## config.mk

```make
export PLATFORM = sky130hd
export DESIGN_NAME = partition_fit_allocator
export DESIGN_NICKNAME = d
export VERILOG_FILES = /design/src/rtl/pfa_pkg.sv /design/src/rtl/pfa_ram.sv /design/src/rtl/pfa_ctrl.sv /design/src/rtl/pfa_datapath.sv /design/src/rtl/partition_fit_allocator.sv
export SDC_FILE = /design/constraint.sdc
export NUM_CORES = 1
export LEC_CHECK = 0
export ABC_AREA = 1
export BUFFER_PORTS_ARGS = -buffer_cell sky130_fd_sc_hd__buf_2
export CAP_MARGIN = 40
export CORE_ASPECT_RATIO = 1.1
export CORE_UTILIZATION = 45
export DETAILED_ROUTE_END_ITERATION = 6
export GPL_TIMING_DRIVEN = 1
export HOLD_SLACK_MARGIN = 0.1
export PLACE_DENSITY = 0.69
export SYNTH_ARGS = -nofsm -noshare
export SYNTH_HDL_FRONTEND = slang
export SYNTH_HIERARCHICAL = 1
export SYNTH_SLANG_ARGS = --single-unit
```

## constraint.sdc

```tcl
create_clock -name clk -period 3.45 [get_ports clk]
set_clock_uncertainty 0.1 [all_clocks]
set_input_delay 0.69 -clock clk [delete_from_list [all_inputs] [get_ports clk]]
set_output_delay 0.69 -clock clk [all_outputs]
set_load 0.005 [all_outputs]
```

## src/rtl/pfa_pkg.sv

```systemverilog
// Package for the partition fit allocator.
// Holds the request and result payload types, the controller state type and shared codes.
// No dependencies.
package pfa_pkg;

	typedef struct packed {
		logic        opcode;
		logic [3:0]  block_index;
		logic [15:0] size_value;
		logic [7:0]  request_id;
	} pfa_in_t;

	typedef struct packed {
		logic        granted;
		logic [3:0]  chosen_block;
		logic [15:0] free_after;
		logic [7:0]  request_tag;
	} pfa_out_t;

	typedef enum logic [1:0] {
		ST_IDLE,
		ST_SCAN,
		ST_COMMIT
	} pfa_state_t;

	typedef struct packed {
		logic capture;
		logic scan;
		logic commit;
	} pfa_cmd_t;

	typedef struct packed {
		logic scan_done;
		logic slot_free;
	} pfa_stat_t;

	localparam logic OP_LOAD  = 1'b0;
	localparam logic OP_ALLOC = 1'b1;

	localparam logic FIT_FIRST = 1'b0;
	localparam logic FIT_BEST  = 1'b1;

	localparam logic CFG_FIT_MODE    = 1'b0;
	localparam logic CFG_BLOCK_COUNT = 1'b1;

	localparam int          CFG_DATA_W        = 5;
	localparam logic [4:0]  BLOCK_COUNT_RESET = 5'd16;

endpackage

```

## src/rtl/pfa_ram.sv

```systemverilog
// Generic single write port, single read port RAM with registered read data.
// No dependencies.
module pfa_ram #(
	parameter int WIDTH = 16,
	parameter int DEPTH = 16
) (
	input  logic                     clk,
	input  logic                     we,
	input  logic [$clog2(DEPTH)-1:0] waddr,
	input  logic [WIDTH-1:0]         wdata,
	input  logic [$clog2(DEPTH)-1:0] raddr,
	output logic [WIDTH-1:0]         rdata
);

	logic [WIDTH-1:0] mem [DEPTH];

	always_ff @(posedge clk) begin
		if (we) begin
			mem[waddr] <= wdata;
		end
		rdata <= mem[raddr];
	end

endmodule

```

## src/rtl/pfa_ctrl.sv

```systemverilog
// Controller state machine of the partition fit allocator.
// Sequences capture, scan and commit; depends on pfa_pkg.
module pfa_ctrl import pfa_pkg::*; (
	input  logic      clk,
	input  logic      arst_n,
	input  logic      in_valid,
	output logic      in_ready,
	input  pfa_stat_t stat,
	output pfa_cmd_t  cmd
);

	pfa_state_t state_q;
	pfa_state_t state_d;

	always_ff @(posedge clk or negedge arst_n) begin
		if (!arst_n) begin
			state_q <= ST_IDLE;
		end else begin
			state_q <= state_d;
		end
	end

	always_comb begin
		state_d = state_q;
		unique case (state_q)
			ST_IDLE: begin
				if (in_valid) state_d = ST_SCAN;
			end
			ST_SCAN: begin
				if (stat.scan_done) state_d = ST_COMMIT;
			end
			ST_COMMIT: begin
				if (stat.slot_free) state_d = ST_IDLE;
			end
			default: state_d = ST_IDLE;
		endcase
	end

	always_comb begin
		in_ready    = 1'b0;
		cmd.capture = 1'b0;
		cmd.scan    = 1'b0;
		cmd.commit  = 1'b0;
		unique case (state_q)
			ST_IDLE: begin
				in_ready    = 1'b1;
				cmd.capture = in_valid;
			end
			ST_SCAN: begin
				cmd.scan = 1'b1;
			end
			ST_COMMIT: begin
				cmd.commit = stat.slot_free;
			end
			default: begin
				in_ready = 1'b0;
			end
		endcase
	end

endmodule

```

## src/rtl/pfa_datapath.sv

```systemverilog
// Datapath of the partition fit allocator: capacity store, scan compare and result register.
// Depends on pfa_pkg and pfa_ram.
module pfa_datapath import pfa_pkg::*; #(
	parameter int NUM_BLOCKS = 16,
	parameter int SIZE_BITS  = 16
) (
	input  logic                  clk,
	input  logic                  arst_n,
	input  pfa_cmd_t              cmd,
	output pfa_stat_t             stat,
	input  pfa_in_t               in_data,
	output logic                  out_valid,
	input  logic                  out_ready,
	output pfa_out_t              out_data,
	input  logic                  cfg_we,
	input  logic                  cfg_index,
	input  logic [CFG_DATA_W-1:0] cfg_data
);

	localparam int AW = $clog2(NUM_BLOCKS);
	localparam int CW = $clog2(NUM_BLOCKS + 1);
	localparam int WW = (SIZE_BITS > 16) ? SIZE_BITS : 16;

	logic                 fit_mode_q;
	logic [4:0]           block_count_q;
	pfa_in_t              item_q;
	logic [CW-1:0]        live_q;
	logic [CW-1:0]        iss_q;
	logic                 cmp_vld_s1;
	logic                 ent_vld_s1;
	logic [AW-1:0]        cmp_idx_s1;
	logic                 found_q;
	logic [AW-1:0]        pick_q;
	logic [SIZE_BITS-1:0] pick_cap_q;
	logic [NUM_BLOCKS-1:0] valid_q;
	logic                 out_valid_q;
	pfa_out_t             res_q;

	logic [SIZE_BITS-1:0] rd_data;
	logic [SIZE_BITS-1:0] cap_s1;
	logic                 fits;
	logic                 better;
	logic                 take;
	logic                 issue;
	logic                 is_load;
	logic                 load_hit;
	logic [SIZE_BITS-1:0] new_cap;
	logic                 wr_en;
	logic [AW-1:0]        wr_addr;
	logic [SIZE_BITS-1:0] wr_data;
	logic [CW-1:0]        live_d;

	always_ff @(posedge clk or negedge arst_n) begin
		if (!arst_n) begin
			fit_mode_q    <= FIT_FIRST;
			block_count_q <= BLOCK_COUNT_RESET;
		end else if (cfg_we) begin
			unique case (cfg_index)
				CFG_FIT_MODE:    fit_mode_q    <= cfg_data[0];
				CFG_BLOCK_COUNT: block_count_q <= cfg_data[4:0];
				default:         fit_mode_q    <= fit_mode_q;
			endcase
		end
	end

	assign live_d = (int'(block_count_q) > NUM_BLOCKS) ? CW'(NUM_BLOCKS) : CW'(block_count_q);

	assign is_load  = (item_q.opcode == OP_LOAD);
	assign load_hit = (int'(item_q.block_index) < NUM_BLOCKS);
	assign issue    = cmd.scan && !is_load && (iss_q < live_q);

	assign cap_s1 = ent_vld_s1 ? rd_data : '0;
	assign fits   = (WW'(cap_s1) >= WW'(item_q.size_value));
	assign better = !found_q || ((fit_mode_q == FIT_BEST) && (cap_s1 < pick_cap_q));
	assign take   = cmd.scan && cmp_vld_s1 && fits && better;

	assign stat.scan_done = is_load || ((fit_mode_q == FIT_FIRST) && found_q) ||
		((iss_q == live_q) && !cmp_vld_s1);
	assign stat.slot_free = !out_valid_q || out_ready;

	assign new_cap = pick_cap_q - SIZE_BITS'(item_q.size_value);
	assign wr_en   = cmd.commit && (is_load ? load_hit : found_q);
	assign wr_addr = is_load ? AW'(item_q.block_index) : pick_q;
	assign wr_data = is_load ? SIZE_BITS'(item_q.size_value) : new_cap;

	pfa_ram #(
		.WIDTH(SIZE_BITS),
		.DEPTH(NUM_BLOCKS)
	) u_store (
		.clk  (clk),
		.we   (wr_en),
		.waddr(wr_addr),
		.wdata(wr_data),
		.raddr(iss_q[AW-1:0]),
		.rdata(rd_data)
	);

	always_ff @(posedge clk or negedge arst_n) begin
		if (!arst_n) begin
			valid_q <= '0;
		end else if (wr_en) begin
			valid_q[wr_addr] <= 1'b1;
		end
	end

	always_ff @(posedge clk or negedge arst_n) begin
		if (!arst_n) begin
			iss_q      <= '0;
			cmp_vld_s1 <= 1'b0;
			found_q    <= 1'b0;
		end else if (cmd.capture) begin
			iss_q      <= '0;
			cmp_vld_s1 <= 1'b0;
			found_q    <= 1'b0;
		end else if (cmd.scan) begin
			cmp_vld_s1 <= issue;
			if (issue) iss_q <= iss_q + 1'b1;
			if (take) found_q <= 1'b1;
		end
	end

	always_ff @(posedge clk) begin
		if (cmd.capture) begin
			item_q <= in_data;
			live_q <= live_d;
		end
		if (issue) begin
			cmp_idx_s1 <= iss_q[AW-1:0];
			ent_vld_s1 <= valid_q[iss_q[AW-1:0]];
		end
		if (take) begin
			pick_q     <= cmp_idx_s1;
			pick_cap_q <= cap_s1;
		end
	end

	always_ff @(posedge clk or negedge arst_n) begin
		if (!arst_n) begin
			out_valid_q <= 1'b0;
		end else if (cmd.commit) begin
			out_valid_q <= 1'b1;
		end else if (out_ready) begin
			out_valid_q <= 1'b0;
		end
	end

	always_ff @(posedge clk) begin
		if (cmd.commit) begin
			res_q.request_tag <= item_q.request_id;
			if (is_load) begin
				res_q.granted      <= 1'b0;
				res_q.chosen_block <= item_q.block_index;
				res_q.free_after   <= load_hit ? 16'(SIZE_BITS'(item_q.size_value)) : '0;
			end else if (found_q) begin
				res_q.granted      <= 1'b1;
				res_q.chosen_block <= 4'(pick_q);
				res_q.free_after   <= 16'(new_cap);
			end else begin
				res_q.granted      <= 1'b0;
				res_q.chosen_block <= '0;
				res_q.free_after   <= '0;
			end
		end
	end

	assign out_valid = out_valid_q;
	assign out_data  = res_q;

endmodule

```

## src/rtl/partition_fit_allocator.sv

```systemverilog
// Top level of the partition fit allocator.
// Joins pfa_ctrl and pfa_datapath; depends on pfa_pkg.
//
// The block keeps one free capacity per partition in a small RAM and handles one request at a
// time. A load goes from acceptance through the scan and commit states to a registered result.
// An allocate scans the partitions in use through the single RAM read port, one partition a
// cycle; in first fit the scan stops at the first partition that fits. A commit waits while a
// stalled result still holds the result register. Capacities read as zero after reset through
// per-partition valid flags, so no clearing pass is needed. The controller returns to idle as
// the result is registered, so the next request can be accepted even while that result waits.
module partition_fit_allocator import pfa_pkg::*; #(
	parameter int NUM_BLOCKS = 16,
	parameter int SIZE_BITS  = 16
) (
	input  logic                  clk,
	input  logic                  arst_n,
	input  logic                  in_valid,
	output logic                  in_ready,
	input  pfa_in_t               in_data,
	output logic                  out_valid,
	input  logic                  out_ready,
	output pfa_out_t              out_data,
	input  logic                  cfg_we,
	input  logic                  cfg_index,
	input  logic [CFG_DATA_W-1:0] cfg_data
);

	pfa_cmd_t  cmd;
	pfa_stat_t stat;

	pfa_ctrl u_ctrl (
		.clk     (clk),
		.arst_n  (arst_n),
		.in_valid(in_valid),
		.in_ready(in_ready),
		.stat    (stat),
		.cmd     (cmd)
	);

	pfa_datapath #(
		.NUM_BLOCKS(NUM_BLOCKS),
		.SIZE_BITS (SIZE_BITS)
	) u_datapath (
		.clk      (clk),
		.arst_n   (arst_n),
		.cmd      (cmd),
		.stat     (stat),
		.in_data  (in_data),
		.out_valid(out_valid),
		.out_ready(out_ready),
		.out_data (out_data),
		.cfg_we   (cfg_we),
		.cfg_index(cfg_index),
		.cfg_data (cfg_data)
	);

	a_one_in_flight: assert property (@(posedge clk) disable iff (!arst_n)
		(in_valid && in_ready) |=> !in_ready)
		else $error("A second request was accepted while one was in flight.");

	a_result_after_work: assert property (@(posedge clk) disable iff (!arst_n)
		$rose(out_valid) |-> !$past(in_ready))
		else $error("A result appeared without a request in flight.");

	a_commit_has_slot: assert property (@(posedge clk) disable iff (!arst_n)
		(out_valid && !out_ready && !in_ready) |=> (out_valid && $stable(out_data)))
		else $error("A pending result was overwritten.");

endmodule

```

# After elaboration in Yosys (flattened, before gate mapping)
# Memories as Yosys holds them, arrays and structs flattened. A register that Yosys moved wholly into a read port is not among the register bits.
# Index checks and enable logic that the tools add are counted.
[classes]
muxes = 30
reduce_logical = 27
magnitude_cmp = 7
bitwise_logic = 4
n_addsub = 2
n_eq_ne = 6
[ops]
columns = ["operator", "count"]
rows = [
  ["$mux 16", 2],
  ["$mux 21", 1],
  ["$mux 20", 1],
  ["$ge 16x16->1", 1],
  ["$lt 16x16->1", 1],
  ["$mux 1", 16],
  ["$or 16x16->16", 1],
  ["$sub 16x16->16", 1],
  ["$mux 5", 3],
  ["$logic_and 1x1->1", 10],
  ["$lt 4x5->1 const B", 2],
  ["$reduce_and 2->1", 4],
  ["$reduce_bool 2->1", 4],
  ["$mux 2", 3],
  ["$pmux 2 s3", 1],
  ["$add 5x1->5 const B", 1],
  ["$eq 5x5->1", 1],
  ["$gt 5x5->1 const B", 1],
  ["$lt 5x5->1", 1],
  ["$bmux 1 s4", 1],
  ["$demux 1 s4", 1],
  ["$ge 4x1->1 const B", 1],
  ["$logic_or 1x1->1", 4],
  ["$mux 4", 1],
  ["other kinds (8)", 13],
]
[totals]
mem_count = 1
ram_bits = 256
inputBits = 40
out_inout_bits = 31
regBits = 120
elab_cells = 98
[memory_table]
columns = ["memory", "words", "word_bits", "read_ports", "rd_clocked_by_memory_dff", "wr", "line", "source"]
rows = [
  ["u_datapath.u_store.mem", 16, 16, 1, 1, 1, "pfa_ram.sv:15", "logic [WIDTH-1:0] mem [DEPTH];"],
]

# Depth between registers and ports, before layout
# Gate-level depths: netlist of run 1.
[depth]
depth_word = 8
ltp_mapped = 15
depth_no_buf = 14

# Cells and area by module
# The synthesis of run 1 kept the hierarchy.
[modules_own_cells]
columns = ["module", "n_inst", "seq_area_each_um2", "cells_each", "area_per_inst_um2"]
rows = [
  ["pfa_ram", 1, 8007.7, 1074, 11380.9],
  ["pfa_datapath", 1, 3394.5, 662, 6297.3],
  ["pfa_ctrl", 1, 50.0, 17, 112.6],
]

# Worst setup path after synthesis of run 1
# OpenSTA, ideal clock, no wires.
[synth_timing]
path_type = "input-to-reg"
startpoint = "in out_ready"
endpoint = "mem u_datapath.u_store.mem[12][0], enable pin"
required_ns = 2.962
setup_slack_ns = -0.668
setup_time_ns = 0.388
n_path_buf = 0
cell_stages = 8
arrival_time_ns = 3.629
path_cell_list = "inv_1 > nand2_1 > inv_1 > nor2_1 > inv_1 > nor2_1 > nand3_1 > nor2_1"
[synth_lines]
columns = ["item", "line", "source"]
rows = [
  ["from (decl)", "partition_fit_allocator.sv:21", "input logic out_ready,"],
  ["to (decl)", "pfa_ram.sv:15", ""],
]

# Worst setup path after layout of run 1
[layout_timing]
startpoint = "reg u_datapath.ent_vld_s1"
endpoint = "reg u_datapath.pick_cap_q[8], enable pin"
[layout_via]
elab_chain_len = 5
word_cells_on_any_way = 7
cone_classes = "order compare: 2; mux: 1; reduce/logical: 4"
[layout_rtl]
columns = ["item", "line", "source"]
rows = [
  ["from (decl)", "pfa_datapath.sv:30", "logic ent_vld_s1;"],
  ["from (signal assigned)", "pfa_datapath.sv:129", "ent_vld_s1 <= valid_q[iss_q[AW-1:0]];"],
  ["$mux 16 (*)", "pfa_datapath.sv:72", "assign cap_s1 = ent_vld_s1 ? rd_data : '0;"],
  ["net u_datapath.cap_s1[11]", "pfa_datapath.sv:40", "logic [SIZE_BITS-1:0] cap_s1;"],
  ["$lt 16x16->1", "pfa_datapath.sv:74", "assign better = !found_q || ((fit_mode_q == FIT_BEST) && (cap_s1 < pick_cap_q));"],
  ["$logic_and 1x1->1", "pfa_datapath.sv:74", ""],
  ["$logic_or 1x1->1", "pfa_datapath.sv:74", ""],
  ["$logic_and 1x1->1 (*)", "pfa_datapath.sv:75", "assign take = cmd.scan && cmp_vld_s1 && fits && better;"],
  ["net u_datapath.take", "pfa_datapath.sv:43", "logic take;"],
  ["to (signal assigned)", "pfa_datapath.sv:133", "pick_cap_q <= cap_s1;"],
  ["to (decl)", "pfa_datapath.sv:34", "logic [SIZE_BITS-1:0] pick_cap_q;"],
]
# The timed path passes the listed nets; every way through them passes the cells marked *.
# A chain may end at the register's enable or synchronous reset.

==> metrics.md, run 1 <==
| Metric | Value |
|---|---|
| Non-Filler Instances | 2,384 |
| Io pins | 71 |
| CTS Root Cell | clkbuf_16 |
| Die ar. | 0.04034 sq mm |
| Seq/Total Area, Yosys | 64.37% |
| H-tree depth | 2 |
| Setup TNS Final | 0 ps |
| CTS buffer count | 40 |
| Post-DP HPWL | 26.33 mm |
| Reg2reg start | u_datapath/ent_vld_s1 |
| Core ar. | 0.03908 sq mm |
| Worst Reg-to-Reg Cells | 12 |
| Syn avg cell area | 10.15 sq um |
| Hold Path Class | input port to asynchronous set/reset pin |
| Final setup margin | 694.1 ps |
| Post-Syn Nets | 1,842 |
| Layout cells sized above 1 | 11.61% |
| Crit-path max FO | 15 |
| Area Growth Syn to Fin | 13.12% |
| Post-synth EDFFs | 344 |
| Largest net degree at the start of global routing | 131 |
| Post-Route Utilization | 51.50% |
| Register bit total from synthesis | 392 |
| CTS tree | yes |
| Setup Buffers After CTS | 0 |
| Yosys top cell area share | 58.06% |
| Worst-Margin Slew | 914.7 ps |
| Routability cong. | 0.8823 |
| Row count | 76 |
| Vias per cell | 5.105 |
| Crit path DAT | 2900 ps |
| Critical setup path kind | register to register |
| PortBufs | 70 |
| Final ANT Viol Nets | 0 |
| Power per cell area | 710.4 mW/mm^2 |
| Fmax | 362.9 MHz |
| CP endpoint kind | register |
| Critical Path Start | u_datapath/ent_vld_s1 |
| First-pass GRT wire length | 63.86 mm |
| Nets@finish | 1,935 |
| Initial Util | 45.52% |
| Initial antenna violation count | 0 |
| DP Worst Slack | 703.1 ps |
| Routed len/inst | 17.15 um |
| Peak VDD IR | 0.4074 mV |
| # diodes | 0 |
| Global route total overflow | 0 |
| Slew Limit Headroom | 39.02% |
| Clk sinks | 392 |
| Initial DRT Pass Iterations | 6 |
| Worst hold slack | 121.1 ps |
| Post_cts resized | 0 |
| Vias in the first global route | 12,040 |
| Required @ worst endpoint | 3600 ps |
| Area leader, netlist | edfxtp_1 |
| Final period util | 79.88% |
| Flop2flop setup slack | 690 ps |
| DIE WIDTH | 191.6 um |
| Fin crit period | 2756 ps |
| Hold-fix buffers, CTS | 0 |
| Die Ht | 210.5 um |
| Clock latency on the worst-skew pair | 540 ps |
| Clock buffer depth | 3 |
| RSZ-0062 raised after global routing | no |
| Iter 0 DRT Violations | 1,254 |
| Yosys warns | 6 |
| Startpoint Class | register |
| Static Leak | 0.008908 uW |
| Syn Std Cell Area | 0.01779 sq mm |
| MaxCap Viol Count | 0 |
| Routed WL | 40.88 mm |
| Drt drc | 0 |
| Fillers | 3,344 |
| Sequential cell area | 0.01146 sq mm |
| Footprint of the multi-input gates | 0.004831 sq mm |
| Placed instance count | 2,311 |
| Total GRT Usage | 20.79% |
| Asr flop ratio synth | 8.163% |
| Primary FF master, synth | edfxtp_1 |
| Slew Limit Fails | 0 |
| Status | finished clean |
| Final Hold Viols | 0 |
| Top area cells in the synthesized netlist | edfxtp_1 (58%), nand2_1 (11%), inv_1 (6.6%) |
| # setup viols final | 0 |
| Routed vias | 12,170 |
| Post-synth cell types | 46 |
| Clock-pin slew on the worst setup and hold paths | 60 ps |
| Mapped Cells | 1,753 |
| Reg-to-Reg End | u_datapath/pick_cap_q[8] |
synth_stat cells (all sizes together) (3+ instances only):
master,instances
nand2,504
edfxtp,344
inv,317
nand3,231
nor2,61
buf,50
ha,48
a21oi,46
o21ai,36
dfrtp,31
dfxtp,16
clkbuf,12
o21bai,9
and2,6
nand4,6
nand3b,5
nor3,4
xor2,4
o22ai,3
xnor2,3
worst max path at each step:
stage                                    end  depth (start not counted)
2_1_floorplan  u_datapath/u_store/mem[12][0]                          8
3_3_place_gp        u_datapath/pick_cap_q[7]                         12
3_5_place_dp        u_datapath/pick_cap_q[5]                         12
4_1_cts            u_datapath/pick_cap_q[12]                         12
5_1_grt             u_datapath/pick_cap_q[8]                         11
6_report            u_datapath/pick_cap_q[8]                         12
flip-flops by register name, summed over array words and instances (netlist names), 2 cells and up:
name,flops
u_datapath/iss_q,5
u_datapath/cmp_idx_s1,4
u_datapath/u_store/mem,256
u_datapath/out_data,29
u_datapath/u_store/rdata,16
u_datapath/pick_cap_q,16
u_ctrl/state_q,2
u_datapath/pick_q,4
u_datapath/live_q,5
u_datapath/valid_q,16
u_datapath/item_q,29
u_datapath/block_count_q,5
metrics by stage:
stage	area, sq um	total power, uW
after floorplan	17800	8996
after global placement	18860	10160
after detailed placement	18870	10290
after CTS	20130	14380
after global routing	20130	15060
final	20130	14300
cells in the final DEF (no fill, tap or decap), types with 3 or more instances in the layout:
master	instances
clkinv_2	7
clkbuf_16	41
buf_2	70
dfrtp_1	29
xnor2_1	3
o21ai_1	15
a21oi_2	5
xor2_1	4
nand2_1	500
o21ai_0	21
nor2_2	19
clkbuf_1	13
nand2_2	4
nand3_1	228
dfxtp_1	16
and2_1	6
buf_12	7
o21bai_1	9
nand4_1	6
clkbuf_8	8
ha_1	48
a21oi_1	41
inv_2	5
nor2_1	40
nor3_1	3
nand3_2	3
edfxtp_1	344
inv_1	311
buf_4	36
nand3b_1	5
final cells by class:
class                      instances  area share [%]
multi-input combinational        982           24.00
inverter                         317           5.919
tap                              507           3.152
clock buffer                      62           5.887
clock inverter                    11          0.3295
sequential                       392           56.93
timing repair buffer             113           3.780
metal layers:
layer	share of wire (%)	track usage (%)	vias up
met5	0	0	-
met4	4.4	10.07	0
met3	7.0	2.814	106
met2	49	35.09	463
met1	40	26.29	5708
li1	-	-	5893
power by group:
part,internal [uW],leakage [uW],switching [uW]
clock network,2370,0.000613,1740
registers,6040,0.00364,232
logic,1180,0.00466,2750
critical path, cell delays in order (launching register included):
cell and delay [ps]:
edfxtp_1 600, buf_4 240, nand2_1 60, inv_1 90, ha_1 250, nand2_1 90, a21oi_1 40, o21ai_1 80
a21oi_1 80, nor3_1 140, nand2_1 100, a21oi_2 370, buf_12 210
logic make-up (layout without fill, tap and decap cells):
logic type	count (synthesis)	in the layout	share of synthesized area [%]
DFF	392	392	64.37
buffers and inverters	379	503	8.763
and+or+nand+nor	821	821	19.59
adders and majority gates	49	49	3.488
xor gates and xnor gates	7	7	0.3446
AOI/OAI and AO/OA	105	105	3.446
Note: power is estimated with default switching activity, not from simulation.
==> run 2, diff against run 1 <==
--- a/config.mk
+++ b/config.mk
@@ -13,7 +13,7 @@
 export DETAILED_ROUTE_END_ITERATION = 6
 export GPL_TIMING_DRIVEN = 1
 export HOLD_SLACK_MARGIN = 0.1
-export PLACE_DENSITY = 0.69
+export PLACE_DENSITY = 0.66
 export SYNTH_ARGS = -nofsm -noshare
 export SYNTH_HDL_FRONTEND = slang
 export SYNTH_HIERARCHICAL = 1
==> constraint.sdc (replaced) <==
create_clock -name clk -period 2.8 [get_ports clk]
set_clock_uncertainty 0.1 [all_clocks]
set_input_delay 0.56 -clock clk [delete_from_list [all_inputs] [get_ports clk]]
set_output_delay 0.56 -clock clk [all_outputs]
set_load 0.005 [all_outputs]
==> metrics.md, run 2 (synthesis results as in run 1) <==
| Metric | Value |
|---|---|
| Vias per cell | 5.124 |
| Post-DP HPWL | 27.07 mm |
| Routed len/inst | 18.05 um |
| Initial Util | 45.52% |
| Most frequent CP cell | nand2_1 |
| Fillers | 3,372 |
| Final setup margin | 190.2 ps |
| Vias in the first global route | 12,230 |
| Non-Filler Instances | 2,415 |
| # diodes | 0 |
| Peak VDD IR | 0.5026 mV |
| Commonest non-fill, non-tap cell in the layout | nand2_1 |
| Crit-path slowest cell | edfxtp_1 |
| Crit path DAT | 2760 ps |
| Setup Buffers After CTS | 0 |
| Worst-Margin Slew | 826.2 ps |
| Initial DRT Pass Iterations | 5 |
| Critical setup path kind | register to register |
| Reg2reg start | u_datapath/ent_vld_s1 |
| CP cell instances | buf_4 -> nand2_1 -> inv_1 -> ha_1 -> a21oi_1 -> o21ai_0 -> nor2_1 -> nand2_1 -> nand2_1 -> nand2_1 -> nand2_1 -> a21oi_4 -> buf_8 |
| Fmax | 383.2 MHz |
| Flop2flop setup slack | 190 ps |
| CP endpoint kind | register |
| Layout cells sized above 1 | 11.58% |
| Drt drc | 0 |
| MaxCap Viol Count | 0 |
| First-pass GRT wire length | 66.99 mm |
| CTS Root Cell | clkbuf_16 |
| Slew Limit Headroom | 44.92% |
| Placed instance count | 2,313 |
| Worst Path Buf+Inv | 3 |
| Routed WL | 43.60 mm |
| CTS buffer count | 42 |
| Status | finished clean |
| DP Worst Slack | 51.84 ps |
| Die ar. | 0.04034 sq mm |
| Clk sinks | 392 |
| Crit-path max FO | 12 |
| Total GRT Usage | 22.00% |
| Crit-path leading delay family | simple AND/OR/NAND/NOR gates |
| # setup viols final | 0 |
| Core ar. | 0.03908 sq mm |
| Max reg flops | 256 |
| Initial antenna violation count | 0 |
| Final period util | 93.21% |
| DR top layer | met4 |
| Clock latency on the worst-skew pair | 550 ps |
| Slowest stage delay, CP | 390 ps |
| CTS tree | yes |
| Slew Limit Fails | 0 |
| Final ANT Viol Nets | 0 |
| Power per cell area | 875.3 mW/mm^2 |
| M1 WL | 18.21 mm |
| Required @ worst endpoint | 2950 ps |
| Nets@finish | 1,964 |
| Row count | 76 |
| Most frequent cells in the layout | nand2_1 (500), edfxtp_1 (344), inv_1 (311) |
| Routed vias | 12,380 |
| H-tree depth | 2 |
| Detailed route wirelength on metal2 | 21.49 mm |
| Largest net degree at the start of global routing | 131 |
| Startpoint Class | register |
| Iter 0 DRT Violations | 975 |
| Hold Path Class | input port to register |
| Die Ht | 210.5 um |
| Global route total overflow | 0 |
| Routability cong. | 0.9147 |
| Io pins | 71 |
| Final Hold Viols | 0 |
| Reg-to-Reg End | u_datapath/pick_q[1] |
| CP endpoint | u_datapath/pick_q[1] |
| WL met3 | 2.373 mm |
| Clock buffer depth | 3 |
| Fin crit period | 2610 ps |
| Cell depth of the worst setup path | 13 |
| Area Growth Syn to Fin | 16.34% |
| Clock-pin slew on the worst setup and hold paths | 60 ps |
| Most flop-heavy register | u_datapath/u_store/mem |
| Critical Path Start | u_datapath/ent_vld_s1 |
| PortBufs | 70 |
| Worst Reg-to-Reg Cells | 13 |
| DIE WIDTH | 191.6 um |
| Static Leak | 0.009115 uW |
-- run 2: worst min path at each step --
stage / start / endpoint / slack (ps) / depth (start not counted)
final: in_data[23] / u_datapath/item_q[23] / 120 / 1
after global routing: in_data[23] / u_datapath/item_q[23] / 100 / 1
after CTS: in_data[23] / u_datapath/item_q[23] / 100 / 1
after detailed placement: u_datapath/item_q[2] / u_datapath/out_data[2] / 300 / 0
after global placement: u_datapath/item_q[5] / u_datapath/out_data[5] / 300 / 0
after floorplan: arst_n / u_ctrl/state_q[0] / 160 / 0
-- run 2: routing by layer --
metal  GRT usage, %  vias up
li1               -     5967
met1          28.31     5947
met2          37.46      374
met3          2.731       87
met4          9.141        0
met5              0        -
-- run 2: report_power, final --
part | leakage, uW | switching [uW] | internal, uW
clock network | 0.000654 | 2210 | 3190
logic | 0.00482 | 3470 | 1520
registers | 0.00364 | 288 | 7430
-- run 2: layout make-up --
type	instances	area (sq um)	area share, %
Clock buffer	63	1211	5.852
Clock inverter	14	135.1	0.6529
Inverter	317	1191	5.755
Multi-Input combinational cell	982	4843	23.40
Sequential cell	392	11460	55.36
Tap cell	507	634.4	3.065
Timing Repair Buffer	140	1225	5.918
-- run 2: through the flow --
step                setup TNS, ps  power [uW]  cell area, sq um  hold slack (ps)  utilization, %
floorplan                  -30660       11100             17850            164.4               -
global placement                0       12730             19080            300.2           48.83
detailed placement              0       12810             19080            304.5           48.83
CTS                             0       18230             20680            101.3           52.91
global route               -1.002       19060             20700            101.0           52.96
finish                          0       18120             20700            115.3           52.96
-- run 2: timing repair --
action,in CTS,in global routing
endpoints found under the setup margin,0,16
endpoints found under the hold margin,55,0
hold buffers,25,0
resized for setup,0,4
==> run 3, diff against run 2 <==
--- a/config.mk
+++ b/config.mk
@@ -9,12 +9,11 @@
 export BUFFER_PORTS_ARGS = -buffer_cell sky130_fd_sc_hd__buf_2
 export CAP_MARGIN = 40
 export CORE_ASPECT_RATIO = 1.1
-export CORE_UTILIZATION = 45
+export CORE_UTILIZATION = 55
 export DETAILED_ROUTE_END_ITERATION = 6
 export GPL_TIMING_DRIVEN = 1
 export HOLD_SLACK_MARGIN = 0.1
-export PLACE_DENSITY = 0.66
+export PLACE_DENSITY = 0.77
 export SYNTH_ARGS = -nofsm -noshare
 export SYNTH_HDL_FRONTEND = slang
-export SYNTH_HIERARCHICAL = 1
 export SYNTH_SLANG_ARGS = --single-unit
==> metrics.md, run 3 <==
| Metric | Value |
|---|---|
| Io pins | 71 |
| Fin crit period | 2669 ps |
| Max reg flops | 256 |
| Drt drc | 0 |
| # setup viols final | 0 |
| Most flop-heavy register | u_datapath.u_store.mem |
| Yosys warns | 0 |
| Setup TNS Final | 0 ps |
| Footprint of the multi-input gates | 0.004354 sq mm |
| CTS buffer count | 40 |
| Power per cell area | 948.3 mW/mm^2 |
| Hold Path Class | input port to register |
| Post-DP HPWL | 24.95 mm |
| Vias per cell | 5.947 |
| Asr flop ratio synth | 8.163% |
| # diodes | 0 |
| Total GRT Usage | 26.72% |
| Global route total overflow | 0 |
| Static Leak | 0.007441 uW |
| Syn Std Cell Area | 0.01652 sq mm |
| Core ar. | 0.02956 sq mm |
| Largest net degree at the start of global routing | 76 |
| Worst Reg-to-Reg Cells | 11 |
| CP endpoint kind | register |
| Worst-Margin Slew | 885.1 ps |
| Final ANT Viol Nets | 0 |
| Clock-pin slew on the worst setup and hold paths | 60 ps |
| Post-synth EDFFs | 344 |
| RSZ-0062 raised after global routing | no |
| Vias in the first global route | 11,090 |
| Layout cells sized above 1 | 14.72% |
| Nets@finish | 1,599 |
| CTS Root Cell | clkbuf_16 |
| Row count | 66 |
| Routed WL | 40.17 mm |
| H-tree depth | 2 |
| Startpoint Class | register |
| Commonest non-fill, non-tap cell in the layout | edfxtp_1 |
| Flop2flop setup slack | 130 ps |
| Required @ worst endpoint | 2940 ps |
| PortBufs | 70 |
| Initial antenna violation count | 0 |
| Peak VDD IR | 0.4237 mV |
| Routed vias | 11,400 |
| Crit path DAT | 2810 ps |
| Crit-path max FO | 16 |
| Area leader, netlist | edfxtp_1 |
| Count leader, synth | edfxtp_1 |
| MaxCap Viol Count | 0 |
| Slew Limit Headroom | 40.78% |
| Clock latency on the worst-skew pair | 530 ps |
| Yosys top cell area share | 62.52% |
| First-pass GRT wire length | 61.99 mm |
| Slew Limit Fails | 0 |
| Initial DRT Pass Iterations | 7 |
| Status | finished clean |
| Mapped Cells | 1,388 |
| Final period util | 95.32% |
| Slowest stage delay, CP | 440 ps |
| DIE WIDTH | 167.3 um |
| Die ar. | 0.03074 sq mm |
| Primary FF master, synth | edfxtp_1 |
| Reg-to-Reg End | u_datapath.u_store.mem[3][12] |
| Top area cells in the synthesized netlist | edfxtp_1 (63%), o21ai_0 (4.7%), dfrtp_1 (4.7%) |
| Fmax | 374.7 MHz |
| Critical setup path kind | register to register |
| Initial Util | 55.89% |
| Clock buffer depth | 3 |
| Sequential cell area | 0.01146 sq mm |
| Routability cong. | 0.9577 |
| CTS tree | yes |
| Tot Pwr | 18,160 uW |
| Worst Min Path Start | in_data[10] |
| Most frequent cells in the layout | edfxtp_1 (344), nor2_1 (182), nand2_1 (163) |
| Worst hold slack | 113.6 ps |
| Routed len/inst | 20.97 um |
| Syn avg cell area | 11.90 sq um |
| Iter 0 DRT Violations | 1,539 |
| Reg2reg start | u_datapath.pick_cap_q[0] |
| Crit-path slowest cell | nand2_1 |
| Die Ht | 183.8 um |
| Post-Syn Nets | 1,477 |
| CP cell instances | inv_1 -> ha_1 -> inv_1 -> fa_1 -> nand3_1 -> nand2_1 -> nand3_1 -> nand3_1 -> xor2_1 -> nand2_1 -> nand2_1 |
| Synth top cells by count | edfxtp_1 (344), nor2_1 (191), nand2_1 (164) |
| Worst Hold End | u_datapath.item_q[10] |
| Clk sinks | 392 |
| Final Hold Viols | 0 |
| Area Growth Syn to Fin | 15.91% |
| Seq/Total Area, Yosys | 69.31% |
| Register bit total from synthesis | 392 |
| Post-synth cell types | 47 |
| Fillers | 2,052 |
| Hold Crit Depth | 1 |
-- run 3: metal layers --
layer,vias to the layer above,share of wire [%],GRT usage (%)
met5,-,0,0
li1,5184,-,-
met2,612,48,45.27
met3,116,8.4,4.220
met1,5483,40,34.52
met4,0,3.7,11.19
-- run 3: worst max path at each step --
stage                        startpoint                             end  slack [ps]  cells past startpoint
6_report       u_datapath.pick_cap_q[0]   u_datapath.u_store.mem[3][12]         130                     11
5_1_grt        u_datapath.pick_cap_q[0]  u_datapath.u_store.mem[14][12]          40                     11
4_1_cts        u_datapath.pick_cap_q[0]         u_datapath.out_data[14]         150                     12
3_5_place_dp      u_datapath.ent_vld_s1        u_datapath.pick_cap_q[3]         180                     14
3_3_place_gp      u_datapath.ent_vld_s1        u_datapath.pick_cap_q[3]         270                     14
2_1_floorplan                 out_ready   u_datapath.u_store.mem[10][0]          70                      6
-- run 3: logic make-up after synthesis --
logic type | share of synthesized area [%]
adder cells (fa/ha/maj) | 3.756
AND/OR/NAND/NOR | 11.28
XOR/XNOR | 0.5301
buffers and inverters | 4.559
AO/OA/AOI/OAI | 10.56
flip-flops | 69.31
-- run 3: layout make-up --
class	instances	area share (%)
tap	374	2.443
clock inverter	26	1.692
clock buffer	48	5.651
inverter	122	2.398
multi-input combinational	815	22.74
sequential	392	59.83
timing repair buffer	139	5.253
-- run 3: where the power goes --
group	switching (uW)	total [uW]	internal [uW]	leakage [uW]
Combinational	3290	4800	1510	0.00312
Clock	2210	5630	3420	0.000682
Sequential	315	7730	7420	0.00364
Total	5810	18200	12400	0.00744
-- run 3: worst max-delay path, delay by kind of cell (launching register included) --
family        cells  cell delay (ps)
simple gates      6              950
fa+ha+maj         2              580
flops             1              390
xor+xnor          1              220
buf+inv           2              140
-- run 3: through the flow --
step,std cells,util (%),worst slack [ps],cell area (sq um)
detailed placement,1826,59.41,179.9,17560
global placement,1826,59.41,274.1,17560
global route,1916,64.78,39.42,19150
finish,1916,64.78,131.0,19150
floorplan,1388,-,68.61,16530
CTS,1915,64.68,146.8,19120
-- run 3: what timing repair did --
| item | in CTS | in global routing |
|---|---|---|
| gates resized for setup | 0 | 2 |
| setup buffers | 0 | 1 |
| endpoints found under the setup margin | 0 | 37 |
| hold endpoints to repair | 45 | 0 |
| hold buffers | 15 | 0 |
